===== src/rtl/core/sra_pkg.sv =====
// Shared types and constants for the selective-repeat link controller.
// Holds the command and result structs exchanged between front, back and result queue.
// No dependencies.
`default_nettype none
package sra_pkg;

  localparam int SEQ_W      = 6;
  localparam int MAX_SEQ    = 63;
  localparam int WIN        = 32;
  localparam int SLOT_W     = 5;
  localparam int LEN_W      = 11;
  localparam int HDR_LEN    = 7;
  localparam int CMDQ_DEPTH = 2;
  localparam int OUTQ_DEPTH = 4;

  localparam logic [2:0] MODE_PKT  = 3'd0;
  localparam logic [2:0] MODE_PHY  = 3'd1;
  localparam logic [2:0] MODE_RX   = 3'd2;
  localparam logic [2:0] MODE_DTO  = 3'd3;
  localparam logic [2:0] MODE_ATO  = 3'd4;
  localparam logic [1:0] KIND_DATA = 2'd0;
  localparam logic [1:0] KIND_ACK  = 2'd1;
  localparam logic [1:0] KIND_NAK  = 2'd2;

  typedef enum logic [3:0] {
    OP_PKT,
    OP_PHY,
    OP_DATA_GOOD,
    OP_DATA_BAD,
    OP_ACK,
    OP_NAK,
    OP_DTO,
    OP_ATO,
    OP_IGNORE
  } op_e;

  typedef enum logic [2:0] {
    ACT_DATA    = 3'd0,
    ACT_NAK     = 3'd1,
    ACT_ACK     = 3'd2,
    ACT_DELIVER = 3'd3,
    ACT_RELEASE = 3'd4,
    ACT_NONE    = 3'd5
  } act_e;

  typedef struct packed {
    op_e              op;
    logic [SEQ_W-1:0] seq;
    logic [7:0]       ack;
    logic [LEN_W-1:0] plen;
  } cmd_t;

  typedef struct packed {
    act_e              action;
    logic [SEQ_W-1:0]  seq;
    logic [SEQ_W-1:0]  pb_ack;
    logic [SEQ_W-1:0]  count;
    logic [SLOT_W-1:0] slot;
    logic [LEN_W-1:0]  plen;
    logic              net_en;
    logic              last;
  } res_t;

endpackage
`default_nettype wire


===== src/rtl/core/sra_front.sv =====
// Front end: accepts events, classifies them into commands and queues them.
// Depends on sra_pkg for the command type and constants.
`default_nettype none
module sra_front #(
  parameter int DEPTH = sra_pkg::CMDQ_DEPTH
) (
  input  wire logic              clk_i,
  input  wire logic              rst_ni,
  input  wire logic              push,
  output logic                   full,
  input  wire logic [2:0]        mode_i,
  input  wire logic [1:0]        frame_kind_i,
  input  wire logic [7:0]        frame_seq_i,
  input  wire logic [7:0]        ack_byte_i,
  input  wire logic              crc_good_i,
  input  wire logic [10:0]       frame_length_i,
  input  wire logic [5:0]        timeout_seq_i,
  output logic                   cmd_valid_o,
  input  wire logic              cmd_ready_i,
  output sra_pkg::cmd_t          cmd_o
);

  localparam int PTR_W = $clog2(DEPTH);
  localparam int CNT_W = $clog2(DEPTH + 1);

  sra_pkg::cmd_t cmd_in;
  sra_pkg::cmd_t mem_q [DEPTH];
  logic [PTR_W-1:0] wr_q, rd_q;
  logic [CNT_W-1:0] cnt_q;
  logic do_push, do_pop;

  always_comb begin
    cmd_in.seq  = frame_seq_i[sra_pkg::SEQ_W-1:0];
    cmd_in.ack  = ack_byte_i;
    cmd_in.plen = (frame_length_i >= 11'(sra_pkg::HDR_LEN)) ?
                  frame_length_i - 11'(sra_pkg::HDR_LEN) : '0;
    cmd_in.op   = sra_pkg::OP_IGNORE;
    case (mode_i)
      sra_pkg::MODE_PKT: cmd_in.op = sra_pkg::OP_PKT;
      sra_pkg::MODE_PHY: cmd_in.op = sra_pkg::OP_PHY;
      sra_pkg::MODE_RX: begin
        if (frame_seq_i <= 8'(sra_pkg::MAX_SEQ)) begin
          case (frame_kind_i)
            sra_pkg::KIND_DATA:
              cmd_in.op = crc_good_i ? sra_pkg::OP_DATA_GOOD : sra_pkg::OP_DATA_BAD;
            sra_pkg::KIND_ACK: cmd_in.op = crc_good_i ? sra_pkg::OP_ACK : sra_pkg::OP_IGNORE;
            sra_pkg::KIND_NAK: cmd_in.op = crc_good_i ? sra_pkg::OP_NAK : sra_pkg::OP_IGNORE;
            default:           cmd_in.op = sra_pkg::OP_IGNORE;
          endcase
        end
      end
      sra_pkg::MODE_DTO: begin
        cmd_in.op  = sra_pkg::OP_DTO;
        cmd_in.seq = timeout_seq_i;
      end
      sra_pkg::MODE_ATO: cmd_in.op = sra_pkg::OP_ATO;
      default:  cmd_in.op = sra_pkg::OP_IGNORE;
    endcase
  end

  assign full        = (cnt_q == CNT_W'(DEPTH));
  assign cmd_valid_o = (cnt_q != '0);
  assign cmd_o       = mem_q[rd_q];
  assign do_push     = push && !full;
  assign do_pop      = cmd_valid_o && cmd_ready_i;

  always_ff @(posedge clk_i) begin
    if (do_push) begin
      mem_q[wr_q] <= cmd_in;
    end
  end

  always_ff @(posedge clk_i or negedge rst_ni) begin
    if (!rst_ni) begin
      wr_q  <= '0;
      rd_q  <= '0;
      cnt_q <= '0;
    end else begin
      if (do_push) wr_q <= wr_q + PTR_W'(1);
      if (do_pop)  rd_q <= rd_q + PTR_W'(1);
      cnt_q <= cnt_q + CNT_W'(do_push) - CNT_W'(do_pop);
    end
  end

endmodule
`default_nettype wire


===== src/rtl/core/sra_back.sv =====
// Back end: holds the window state and carries out one command at a time.
// Emits one result per cycle while the result queue accepts it. Depends on sra_pkg.
`default_nettype none
module sra_back (
  input  wire logic          clk_i,
  input  wire logic          rst_ni,
  input  wire logic          cmd_valid_i,
  output logic               cmd_ready_o,
  input  wire sra_pkg::cmd_t cmd_i,
  output logic               res_valid_o,
  input  wire logic          res_ready_i,
  output sra_pkg::res_t      res_o
);

  localparam int SW = sra_pkg::SEQ_W;
  localparam int LW = sra_pkg::SLOT_W;
  localparam logic [SW-1:0] WIN_S = SW'(sra_pkg::WIN);
  localparam logic [SW-1:0] ONE   = SW'(1);

  typedef enum logic {ST_IDLE, ST_EMIT} state_e;

  state_e state_q, state_d;
  logic [SW-1:0] rl_q, rl_d, rh_q, rh_d, sl_q, sl_d, sn_q, sn_d, out_q, out_d;
  logic lr_q, lr_d;
  logic [(1 << SW)-1:0] nak_q, nak_d;
  logic [sra_pkg::WIN-1:0] sf_q, sf_d;
  logic nak1_q, nak1_d, nak2_q, nak2_d, main_q, main_d, dlv_q, dlv_d, rel_q, rel_d;
  logic [SW-1:0] nak1_seq_q, nak1_seq_d, nak2_seq_q, nak2_seq_d;
  sra_pkg::res_t main_res_q, main_res_d;
  logic [SW-1:0] rel_first_q, rel_first_d, rel_cnt_q, rel_cnt_d;
  logic [sra_pkg::LEN_W-1:0] plen_q, plen_d;
  logic ne_q, ne_d;

  logic [SW-1:0] pb, ack6, rcnt, slot_rl;
  logic rel_in, nak_rl, accept, lr_f;
  sra_pkg::res_t res, blank;

  assign cmd_ready_o = (state_q == ST_IDLE);
  assign res_valid_o = (state_q == ST_EMIT);
  assign res_o       = res;
  assign pb          = rl_q - ONE;
  assign ack6        = cmd_i.ack[SW-1:0];
  assign slot_rl     = rl_q;

  always_comb begin
    if (cmd_i.ack <= 8'(sra_pkg::MAX_SEQ)) begin
      rel_in = (ack6 - sl_q) < out_q;
      rcnt   = ack6 - sl_q + ONE;
    end else begin
      rel_in = sn_q < sl_q;
      rcnt   = SW'(0) - sl_q;
    end
  end

  assign nak_rl = (cmd_i.seq != rl_q) && nak_q[rl_q];
  assign accept = ((cmd_i.seq - rl_q) < (rh_q - rl_q)) && !sf_q[cmd_i.seq[LW-1:0]];

  always_comb begin
    blank        = '0;
    blank.action = sra_pkg::ACT_NONE;
    state_d = state_q;
    rl_d = rl_q; rh_d = rh_q; sl_d = sl_q; sn_d = sn_q; out_d = out_q; lr_d = lr_q;
    nak_d = nak_q; sf_d = sf_q;
    nak1_d = nak1_q; nak2_d = nak2_q; main_d = main_q; dlv_d = dlv_q; rel_d = rel_q;
    nak1_seq_d = nak1_seq_q; nak2_seq_d = nak2_seq_q; main_res_d = main_res_q;
    rel_first_d = rel_first_q; rel_cnt_d = rel_cnt_q; plen_d = plen_q; ne_d = ne_q;
    lr_f = lr_q;
    res  = blank;
    case (state_q)
      ST_IDLE: begin
        if (cmd_valid_i) begin
          state_d = ST_EMIT;
          nak1_d = 1'b0; nak2_d = 1'b0; main_d = 1'b0; dlv_d = 1'b0; rel_d = 1'b0;
          main_res_d = blank;
          plen_d = cmd_i.plen;
          ne_d = (out_q < WIN_S) && lr_q;
          case (cmd_i.op)
            sra_pkg::OP_PKT: begin
              main_d = 1'b1;
              ne_d = 1'b0;
              if (out_q < WIN_S) begin
                main_res_d.action = sra_pkg::ACT_DATA;
                main_res_d.seq    = sn_q;
                main_res_d.pb_ack = pb;
                main_res_d.slot   = sn_q[LW-1:0];
                sn_d  = sn_q + ONE;
                out_d = out_q + ONE;
                lr_d  = 1'b0;
              end
            end
            sra_pkg::OP_PHY: begin
              main_d = 1'b1;
              lr_d = 1'b1;
              ne_d = (out_q < WIN_S);
            end
            sra_pkg::OP_DTO: begin
              main_d = 1'b1;
              main_res_d.action = sra_pkg::ACT_DATA;
              main_res_d.seq    = cmd_i.seq;
              main_res_d.pb_ack = pb;
              main_res_d.slot   = cmd_i.seq[LW-1:0];
              lr_d = 1'b0;
              ne_d = 1'b0;
            end
            sra_pkg::OP_ATO: begin
              main_d = 1'b1;
              main_res_d.action = sra_pkg::ACT_ACK;
              main_res_d.pb_ack = pb;
              lr_d = 1'b0;
              ne_d = 1'b0;
            end
            sra_pkg::OP_NAK: begin
              main_d = 1'b1;
              if ((cmd_i.seq - sl_q) < out_q) begin
                main_res_d.action = sra_pkg::ACT_DATA;
                main_res_d.seq    = cmd_i.seq;
                main_res_d.pb_ack = pb;
                main_res_d.slot   = cmd_i.seq[LW-1:0];
                lr_d = 1'b0;
                ne_d = 1'b0;
              end
            end
            sra_pkg::OP_DATA_BAD: begin
              nak_d[cmd_i.seq] = 1'b0;
              nak1_d = 1'b1;
              nak1_seq_d = cmd_i.seq;
              if (nak_rl) begin
                nak2_d = 1'b1;
                nak2_seq_d = rl_q;
                nak_d[rl_q] = 1'b0;
              end
              lr_d = 1'b0;
              ne_d = 1'b0;
            end
            sra_pkg::OP_DATA_GOOD: begin
              nak_d[cmd_i.seq] = 1'b1;
              if (nak_rl) begin
                nak1_d = 1'b1;
                nak1_seq_d = rl_q;
                nak_d[rl_q] = 1'b0;
                lr_d = 1'b0;
                lr_f = 1'b0;
              end
              if (accept) begin
                sf_d[cmd_i.seq[LW-1:0]] = 1'b1;
                dlv_d = sf_d[slot_rl[LW-1:0]];
              end
              if (rel_in) begin
                rel_d = 1'b1;
                rel_first_d = sl_q;
                rel_cnt_d = rcnt;
                sl_d  = sl_q + rcnt;
                out_d = out_q - rcnt;
              end
              ne_d = (out_d < WIN_S) && lr_f;
              main_d = !(nak_rl || dlv_d || rel_in);
            end
            sra_pkg::OP_ACK: begin
              if (rel_in) begin
                rel_d = 1'b1;
                rel_first_d = sl_q;
                rel_cnt_d = rcnt;
                sl_d  = sl_q + rcnt;
                out_d = out_q - rcnt;
              end
              ne_d = (out_d < WIN_S) && lr_q;
              main_d = !rel_in;
            end
            default: main_d = 1'b1;
          endcase
        end
      end
      ST_EMIT: begin
        if (nak1_q) begin
          res.action = sra_pkg::ACT_NAK;
          res.seq    = nak1_seq_q;
          nak1_d = 1'b0;
        end else if (nak2_q) begin
          res.action = sra_pkg::ACT_NAK;
          res.seq    = nak2_seq_q;
          nak2_d = 1'b0;
        end else if (main_q) begin
          res = main_res_q;
          main_d = 1'b0;
        end else if (dlv_q) begin
          res.action = sra_pkg::ACT_DELIVER;
          res.seq    = rl_q;
          res.slot   = rl_q[LW-1:0];
          res.plen   = plen_q;
          sf_d[rl_q[LW-1:0]] = 1'b0;
          rl_d = rl_q + ONE;
          rh_d = rh_q + ONE;
          dlv_d = sf_q[rl_d[LW-1:0]];
        end else begin
          res.action = sra_pkg::ACT_RELEASE;
          res.seq    = rel_first_q;
          res.count  = rel_cnt_q;
          rel_d = 1'b0;
        end
        res.net_en = ne_q;
        res.last   = !(nak1_d || nak2_d || main_d || dlv_d || rel_d);
        if (!res_ready_i) begin
          nak1_d = nak1_q; nak2_d = nak2_q; main_d = main_q; dlv_d = dlv_q; rel_d = rel_q;
          sf_d = sf_q; rl_d = rl_q; rh_d = rh_q;
        end else if (res.last) begin
          state_d = ST_IDLE;
        end
      end
      default: state_d = ST_IDLE;
    endcase
  end

  always_ff @(posedge clk_i or negedge rst_ni) begin
    if (!rst_ni) begin
      state_q <= ST_IDLE;
      rl_q    <= '0;
      rh_q    <= WIN_S;
      sl_q    <= '0;
      sn_q    <= '0;
      out_q   <= '0;
      lr_q    <= 1'b0;
      nak_q   <= '1;
      sf_q    <= '0;
      nak1_q  <= 1'b0;
      nak2_q  <= 1'b0;
      main_q  <= 1'b0;
      dlv_q   <= 1'b0;
      rel_q   <= 1'b0;
      ne_q    <= 1'b0;
    end else begin
      state_q <= state_d;
      rl_q    <= rl_d;
      rh_q    <= rh_d;
      sl_q    <= sl_d;
      sn_q    <= sn_d;
      out_q   <= out_d;
      lr_q    <= lr_d;
      nak_q   <= nak_d;
      sf_q    <= sf_d;
      nak1_q  <= nak1_d;
      nak2_q  <= nak2_d;
      main_q  <= main_d;
      dlv_q   <= dlv_d;
      rel_q   <= rel_d;
      ne_q    <= ne_d;
    end
  end

  always_ff @(posedge clk_i) begin
    nak1_seq_q  <= nak1_seq_d;
    nak2_seq_q  <= nak2_seq_d;
    main_res_q  <= main_res_d;
    rel_first_q <= rel_first_d;
    rel_cnt_q   <= rel_cnt_d;
    plen_q      <= plen_d;
  end

`ifndef NO_ASSERTIONS
  a_recv_window: assert property (@(posedge clk_i) disable iff (!rst_ni)
    rh_q == rl_q + WIN_S) else $error("receive window edges drifted apart");
  a_outstanding: assert property (@(posedge clk_i) disable iff (!rst_ni)
    out_q == sn_q - sl_q) else $error("outstanding count disagrees with send window");
  a_out_bound: assert property (@(posedge clk_i) disable iff (!rst_ni)
    out_q <= WIN_S) else $error("outstanding count exceeds window");
`endif

endmodule
`default_nettype wire


===== src/rtl/core/sra_outq.sv =====
// Result queue between the back end and the result ports.
// Depends on sra_pkg for the result type and queue depth.
`default_nettype none
module sra_outq #(
  parameter int DEPTH = sra_pkg::OUTQ_DEPTH
) (
  input  wire logic          clk_i,
  input  wire logic          rst_ni,
  input  wire logic          res_valid_i,
  output logic               res_ready_o,
  input  wire sra_pkg::res_t res_i,
  output logic               empty,
  input  wire logic          pop,
  output sra_pkg::res_t      res_o
);

  localparam int PTR_W = $clog2(DEPTH);
  localparam int CNT_W = $clog2(DEPTH + 1);

  sra_pkg::res_t mem_q [DEPTH];
  logic [PTR_W-1:0] wr_q, rd_q;
  logic [CNT_W-1:0] cnt_q;
  logic do_push, do_pop;

  assign res_ready_o = (cnt_q != CNT_W'(DEPTH));
  assign empty       = (cnt_q == '0);
  assign res_o       = mem_q[rd_q];
  assign do_push     = res_valid_i && res_ready_o;
  assign do_pop      = pop && !empty;

  always_ff @(posedge clk_i) begin
    if (do_push) begin
      mem_q[wr_q] <= res_i;
    end
  end

  always_ff @(posedge clk_i or negedge rst_ni) begin
    if (!rst_ni) begin
      wr_q  <= '0;
      rd_q  <= '0;
      cnt_q <= '0;
    end else begin
      if (do_push) wr_q <= wr_q + PTR_W'(1);
      if (do_pop)  rd_q <= rd_q + PTR_W'(1);
      cnt_q <= cnt_q + CNT_W'(do_push) - CNT_W'(do_pop);
    end
  end

endmodule
`default_nettype wire


===== src/rtl/core/selective_repeat_arq_controller.sv =====
// Top level of the selective-repeat link controller core.
// Instantiates sra_front, sra_back and sra_outq; depends on sra_pkg.
//
//   channel  | handshake          | payload
//   events   | push / full        | mode, frame_kind, frame_seq, ack_byte, crc_good,
//            |                    | frame_length, timeout_seq
//   results  | empty / pop        | action, seq_number, piggyback_ack, release_count,
//            |                    | buffer_slot, payload_length, network_enable, last
//
// An event takes a setup step in the back end, which then emits its results one after
// another; a full in-order delivery run gives the longest stream of results.
// The back end's single result port sets the pace; the front queue holds two events.
// Reset resets the window state, sets all NAK-allowed bits and clears the arrival bitmap.
// A full result queue stalls the back end; a full event queue raises full.
`default_nettype none
module selective_repeat_arq_controller #(
  parameter int CMD_DEPTH = sra_pkg::CMDQ_DEPTH,
  parameter int RES_DEPTH = sra_pkg::OUTQ_DEPTH
) (
  input  wire logic        clk_i,
  input  wire logic        rst_ni,
  input  wire logic        push,
  output logic             full,
  input  wire logic [2:0]  mode_i,
  input  wire logic [1:0]  frame_kind_i,
  input  wire logic [7:0]  frame_seq_i,
  input  wire logic [7:0]  ack_byte_i,
  input  wire logic        crc_good_i,
  input  wire logic [10:0] frame_length_i,
  input  wire logic [5:0]  timeout_seq_i,
  output logic             empty,
  input  wire logic        pop,
  output logic [2:0]       action_o,
  output logic [5:0]       seq_number_o,
  output logic [5:0]       piggyback_ack_o,
  output logic [5:0]       release_count_o,
  output logic [4:0]       buffer_slot_o,
  output logic [10:0]      payload_length_o,
  output logic             network_enable_o,
  output logic             last_o
);

  sra_pkg::cmd_t cmd;
  sra_pkg::res_t res_back, res_out;
  logic cmd_valid, cmd_ready, res_valid, res_ready;

  sra_front #(.DEPTH(CMD_DEPTH)) u_front (
    .clk_i, .rst_ni, .push, .full,
    .mode_i, .frame_kind_i, .frame_seq_i, .ack_byte_i, .crc_good_i,
    .frame_length_i, .timeout_seq_i,
    .cmd_valid_o (cmd_valid),
    .cmd_ready_i (cmd_ready),
    .cmd_o       (cmd)
  );

  sra_back u_back (
    .clk_i, .rst_ni,
    .cmd_valid_i (cmd_valid),
    .cmd_ready_o (cmd_ready),
    .cmd_i       (cmd),
    .res_valid_o (res_valid),
    .res_ready_i (res_ready),
    .res_o       (res_back)
  );

  sra_outq #(.DEPTH(RES_DEPTH)) u_outq (
    .clk_i, .rst_ni,
    .res_valid_i (res_valid),
    .res_ready_o (res_ready),
    .res_i       (res_back),
    .empty, .pop,
    .res_o       (res_out)
  );

  assign action_o         = res_out.action;
  assign seq_number_o     = res_out.seq;
  assign piggyback_ack_o  = res_out.pb_ack;
  assign release_count_o  = res_out.count;
  assign buffer_slot_o    = res_out.slot;
  assign payload_length_o = res_out.plen;
  assign network_enable_o = res_out.net_en;
  assign last_o           = res_out.last;

endmodule
`default_nettype wire


===== config.mk =====
export PLATFORM = sky130hd
export DESIGN_NAME = selective_repeat_arq_controller
export DESIGN_NICKNAME = d
export VERILOG_FILES = /design/src/rtl/core/sra_pkg.sv /design/src/rtl/core/sra_front.sv /design/src/rtl/core/sra_back.sv /design/src/rtl/core/sra_outq.sv /design/src/rtl/core/selective_repeat_arq_controller.sv
export SDC_FILE = /design/constraint.sdc
export NUM_CORES = 1
export LEC_CHECK = 0
export ABC_AREA = 1
export BUFFER_PORTS_ARGS = -buffer_cell sky130_fd_sc_hd__buf_2
export CORE_MARGIN = 3
export CORE_UTILIZATION = 54
export CTS_BUF_LIST = sky130_fd_sc_hd__clkbuf_4 sky130_fd_sc_hd__clkbuf_8
export CTS_CLUSTER_SIZE = 28
export DETAILED_ROUTE_END_ITERATION = 16
export PLACE_DENSITY = 0.69
export SETUP_SLACK_MARGIN = 0.15
export SLEW_MARGIN = 10
export SYNTH_ARGS = -nofsm -noshare
export SYNTH_HDL_FRONTEND = slang
export SYNTH_HIERARCHICAL = 1
export SYNTH_SLANG_ARGS = --single-unit

===== constraint.sdc =====
create_clock -name clk_i -period 5.9 [get_ports clk_i]
set_input_delay 0.885 -clock clk_i [delete_from_list [all_inputs] [get_ports clk_i]]
set_output_delay 0.885 -clock clk_i [all_outputs]
set_load 0.05 [all_outputs]

Word-level counts from Yosys, hierarchy flattened
Memories as Yosys holds them, arrays and structs flattened.
Index checks and enable logic that the tools add are counted.

storage, ports and cells
  register bits after elaboration = 200
  bits in writable memories = 214
  output and inout bits = 41
  logic and storage cells = 288
  memories = 2

cells by class
  add/subtract/negate cells = 22
  order comparisons = 19
  equality and inequality tests = 27
  muxes and demuxes = 127
  bitwise logic cells = 13
  reductions and logical operators = 48

memory list
  memory         words  bits a word  rd ports  clocked after Yosys merged registers in  write ports  RTL line         source
  u_outq.mem_q   4      39           1         0                                        1            sra_outq.sv:20   sra_pkg::res_t mem_q [DEPTH];
  u_front.mem_q  2      29           1         0                                        1            sra_front.sv:27  sra_pkg::cmd_t mem_q [DEPTH];

operators by type and width
  cell                                                                  number
  32-bit two-way mux                                                    8
  64-bit AND                                                            3
  64-bit two-way mux                                                    2
  64-bit NOT                                                            2
  64-bit case mux with 2 select lines                                   1
  6-bit two-way mux                                                     13
  64-bit bitwise OR                                                     1
  32-bit case mux with 2 select lines                                   1
  30-bit two-way mux                                                    2
  1-bit two-way mux                                                     59
  6-bit case mux with 3 select lines                                    3
  39-bit two-way mux                                                    1
  9-bit two-way mux                                                     4
  32-bit AND                                                            1
  32-bit NOT                                                            1
  32-bit bitwise OR                                                     1
  6-bit by 1-bit adder with 6-bit output, second input constant         5
  15-bit two-way mux                                                    2
  6-bit subtractor                                                      5
  6-bit < comparator                                                    4
  22-bit two-way mux                                                    1
  4-bit case mux with 5 select lines                                    1
  4-bit AND reduction                                                   5
  5-bit by 6-bit < comparator with 1-bit output, second input constant  3
  61 further kinds                                                      127

Logic depth before layout (Yosys ltp)
An unclocked memory read counts as a cell.

  depth in word-level cells = 18
  gate-level depth with buffers = 28
  depth with buffers taken out = 27

Modules after synthesis
The synthesis kept the hierarchy.

by module, submodules not included
  module     times used  cells an instance  area an instance (µm²)
  sra_back   1           1924               13565.5
  sra_outq   1           551                6523.8
  sra_front  1           260                2772.7

Least setup slack after synthesis
Ideal clock, no wire load.

  path type = register to register
  from = register u_front.rd_q
  to = register u_back.sl_q[5]
  library setup time = 0.134 ns
  arrival time = 3.533 ns
  slack = 2.233 ns
  stages on the path, launching flop included = 22
  path buffers = 1
  period minus slack after synthesis = 3.667 ns
  cell sequence = dfrtp_1 -> inv_1 -> clkbuf_1 -> nand2_1 -> nand2_1 -> inv_1 -> ha_1 -> inv_1 -> fa_1 -> ha_1 -> or2_2 -> o21ai_0 -> inv_1 -> ha_1 -> a21oi_1 -> nor2_1 -> nor2_1 -> o21ai_0 -> a21oi_1 -> nor2_1 -> o21ai_0 -> o21ai_0

RTL lines
  what                    RTL line         source
  start, declared         sra_front.sv:28  logic [PTR_W-1:0] wr_q, rd_q;
  start signal, assigned  sra_front.sv:80  if (do_pop) rd_q <= rd_q + PTR_W'(1);
  end signal, assigned    sra_back.sv:234  sl_q <= sl_d;
  end, declared           sra_back.sv:23   logic [SW-1:0] rl_q, rl_d, rh_q, rh_d, sl_q, sl_d, sn_q, sn_d, out_q, out_d;

==> impl_results.md <==
- Actual slew at the worst max-slew pin: roughly 1100 ps
- Critical path type: flip-flop to flip-flop
- Post-synthesis average cell area: ~8.4 µm²
- Unrepaired setup endpoints after global routing: no
- CTS tree: yes
- Final hold violations: 0
- Initial Util: between 50% and 60%
- Part of the power in combinational logic: 48.1%
- Vertical die dimension: about 210 µm
- Worst VDD drop: roughly 420 µV
- Area Growth Syn to Fin: 10.8%
- Wire length of the first global-routing pass: around 100 mm
- Number of buffers inserted by hold repair at cts: 0
- Netlist area before placement: 22900 µm²
- Internal power summed over all cells: 0.00752 W
- Maximum number of pins on one net before global-route repair: 80
- Detailed-route wire length per cell: 19.8 µm
- Mapped Nets: around 2900
- Slowest CP cell: sky130_fd_sc_hd__fa_1
- Routability congestion estimate: between 0.9 and 1
- Nets: 2928
- Clock buffers created by TritonCTS: between 70 and 80
- Area of the die: 44800 µm²
- Std-Cell Rows: between 70 and 80
- Shortest period the worst path allows: between 4000 and 5000 ps
- Number of antenna cells inserted: 0
- CP Buf/Inv Count: 6
- Synth warnings: 6
- Clock sinks: 408
- Uppermost layer routed: met4
- Buffers added on ports: 83
- CP max FO: 30
- Endpoint arrival time on the critical path: a little over 5000 ps
- Ys flop type: sky130_fd_sc_hd__edfxtp_1
- Cell count after synthesis: between 2000 and 3000
- Cell Chain, Critical Path: buf_4 -> inv_1 -> buf_4 -> nand2_1 -> nand2_1 -> inv_1 -> ha_1 -> inv_1 -> fa_1 -> ha_1 -> or2_2 -> o21ai_0 -> inv_1 -> ha_1 -> a21oi_1 -> nor2_1 -> nor2_1 -> o21ai_0 -> a21oi_1 -> nor2_1 -> o21ai_0 -> o21ai_0
- Non-filler cells, final: between 3000 and 4000
- Remaining antenna violation count: 0
- Clock skew: approximately 35 ps
- Detailed placement HPWL: ~46 mm
- Clk pin slew, worst setup/hold paths: ~60 ps
- Global-route usage over all layers: between 30% and 40%
- Final critical-path setup slack: roughly 1400 ps
- Die Width: 212 µm
- Portion of the post-synthesis area used by sequential elements: between 50% and 60%
- Wl on met1: around 29 mm
- DRT Wirelength: around 67 mm
- Worst-Skew Late Latency: 660 ps
- Portion of total power attributed to the clock network: between 20% and 30%
- Max Clk Rate: roughly 0.22 GHz
- Fin Setup TNS: 0 ps
- Number of synthesized register bits: between 400 and 500
- Element type at the critical path end: flip-flop
- Pre-antenna DRT Iters: 5
- Max clock buf depth: 3
- Kind of path behind the tightest hold check: input pin to asynchronous set/reset pin
- Initial antenna violation count: 0
- Count of instances resized after the clock tree is built: 0
- Number of distinct library cells after synthesis: 54
- Endpoints failing setup: 0
- Proportion of layout cells with a drive suffix above 1: 12.8%
- Data required time of the worst path: about 6400 ps
- Final Slew Violations: 0
- Share of synthesized flip-flops with an asynchronous set or reset: 35.5%
- CP top delay family: adder cells
- Inst Count DP: roughly 3300
- Number of flops mapped to enable cells by yosys: roughly 260
- Via density per instance: around 5.8
- Initial drt markers: ~2100
- Net switching component of the power: between 0.006 and 0.007 W
- Top-level port count: between 80 and 90
- Leakage power: roughly 11 nW
- Number of levels the H-tree was split into: 3
- Fin crit share: 77.0%
- Final core utilization: between 60% and 70%
- Max-cap check violation count: 0
- Worst setup SP type: flip-flop
- Pre-CTS WS: ~1400 ps
- Sequential cell fraction of total power: roughly a third
- Post-CTS Repair Setup Buffers: 0
- Number of global-route vias before repair: between 15000 and 20000
- Longest individual stage delay on the worst path: ~470 ps
- Routed length on met3: between 6 and 7 mm
- Fillers: 3683
- Core area: about 41000 µm²
- PD cells: approximately 550 nW/µm²
- Vias: 19800
- Number of remaining DRC errors: 0
- Sw frac: 46.4%
- Run status: complete, no violations
- Root Driver: sky130_fd_sc_hd__clkbuf_8
- Wire length on met2: slightly below 30 mm
- GRT overflow: 0
- Max-slew headroom: 25.3%
-- metal layers --
layer,track usage [%],vias to the layer above
met5,0,-
met1,43.2,9284
met3,6.95,203
met2,44.8,1010
li1,-,9336
met4,11.8,0
-- worst reg2reg max path, delay by kind of cell, from the launching register on --
| family | cells | cell delay [ps] |
|---|---|---|
| buffers and inverters | 6 | 1060 |
| DFF | 1 | 360 |
| AOI/OAI and AO/OA | 6 | 980 |
| adders and majority gates | 4 | 1330 |
| and+or+nand+nor | 6 | 690 |
-- power groups by stage --
stage | Sequential, W | Clock [W] | Combinational (W)
detailed placement | 0.00449 | 0 | 0.00664
floorplan | 0.00440 | 0 | 0.00487
CTS | 0.00444 | 0.00291 | 0.00668
finish | 0.00445 | 0.00284 | 0.00675
global route | 0.00452 | 0.00305 | 0.00748
global placement | 0.00447 | 0 | 0.00649
-- Yosys cell counts (18+ instances only) --
cell                       number  area share, %
sky130_fd_sc_hd__nand2_1      759             12
sky130_fd_sc_hd__inv_1        295            4.8
sky130_fd_sc_hd__nor2_1       285            4.7
sky130_fd_sc_hd__edfxtp_1     263             35
sky130_fd_sc_hd__o21ai_0      259            5.7
sky130_fd_sc_hd__a21oi_1       95            2.1
sky130_fd_sc_hd__nand3_1       92            2.0
sky130_fd_sc_hd__dfrtp_1       80            8.8
sky130_fd_sc_hd__dfstp_2       65            7.5
sky130_fd_sc_hd__ha_1          65            3.6
sky130_fd_sc_hd__clkbuf_1      61            1.0
sky130_fd_sc_hd__buf_2         43           0.94
sky130_fd_sc_hd__o22ai_1       42            1.1
sky130_fd_sc_hd__o21ai_1       37           0.81
sky130_fd_sc_hd__xor2_1        35            1.3
sky130_fd_sc_hd__nand4_1       27           0.74
sky130_fd_sc_hd__o221ai_1      21           0.80
sky130_fd_sc_hd__nor3_1        19           0.42
sky130_fd_sc_hd__a31oi_1       18           0.49
sky130_fd_sc_hd__o31ai_1       18           0.59
-- through the flow --
stage | cell area, µm² | hold WS, ps | power, W
2_1_floorplan | 22900 | 420 | 0.00926
3_3_place_gp | 23700 | 464 | 0.0110
3_5_place_dp | 23700 | 467 | 0.0111
4_1_cts | 25300 | 204 | 0.0140
5_1_grt | 25300 | 231 | 0.0151
6_report | 25300 | 253 | 0.0140
-- state kept, by name, summed over array words and instances, names as in the netlist, 11 cells and up --
| register | cells |
|---|---|
| u_front/mem_q | 58 |
| u_back/nak_q | 64 |
| u_back/sf_q | 32 |
| u_back/plen_q | 11 |
| u_outq/mem_q | 156 |
| u_back/main_res_q | 14 |
-- path summary, 6_finish.rpt --
path                                        from              endpoint  slack, ps  cells past startpoint
min in group clk_i                 ack_byte_i[1]  u_front/mem_q[1][12]        420                      1
worst min-delay path                      rst_ni      u_front/cnt_q[0]        250                      1
worst min register to register  u_back/nak_q[29]      u_back/nak_q[29]        480                      2
worst max register to register      u_front/rd_q        u_back/sl_q[5]       1360                     22
worst max-delay path                u_front/rd_q        u_back/sl_q[5]       1360                     22
max in group asynchronous                 rst_ni        u_back/rl_q[0]       4500                      2
-- cells in the final DEF (no fill, tap or decap), types with 19 or more instances in the layout --
cell	n
sky130_fd_sc_hd__nand2_1	759
sky130_fd_sc_hd__inv_1	295
sky130_fd_sc_hd__nor2_1	277
sky130_fd_sc_hd__edfxtp_1	263
sky130_fd_sc_hd__o21ai_0	259
sky130_fd_sc_hd__a21oi_1	95
sky130_fd_sc_hd__nand3_1	92
sky130_fd_sc_hd__clkbuf_8	82
sky130_fd_sc_hd__buf_2	82
sky130_fd_sc_hd__dfrtp_1	78
sky130_fd_sc_hd__ha_1	65
sky130_fd_sc_hd__dfstp_2	65
sky130_fd_sc_hd__o22ai_1	42
sky130_fd_sc_hd__buf_4	40
sky130_fd_sc_hd__o21ai_1	37
sky130_fd_sc_hd__xor2_1	35
sky130_fd_sc_hd__nand4_1	27
sky130_fd_sc_hd__o221ai_1	21
sky130_fd_sc_hd__nor3_1	19
-- logic make-up (layout without fill, tap and decap cells) --
group                      count (synthesis)  in the layout  synth area share [%]
and+or+nand+nor                         1230           1230                  21.8
AOI/OAI and AO/OA                        550            550                  13.8
buffers and inverters                    425            559                  7.45
DFF                                      408            408                  50.8
adders and majority gates                 72             72                  4.17
xor gates and xnor gates                  42             42                  1.61
muxes                                      8              8                 0.389
-- final cells by class --
class                           count  area (µm²)  area share, %
Tap cell                          532         666           2.63
Timing Repair Buffer              123         722           2.85
Multi-Input combinational cell   1902        9600           37.9
Clock inverter                     29         309           1.22
Sequential cell                   408       11600           45.8
Clock buffer                      100        1260           4.99
Inverter                          307        1150           4.56
Power figures use the tool's default switching activity.
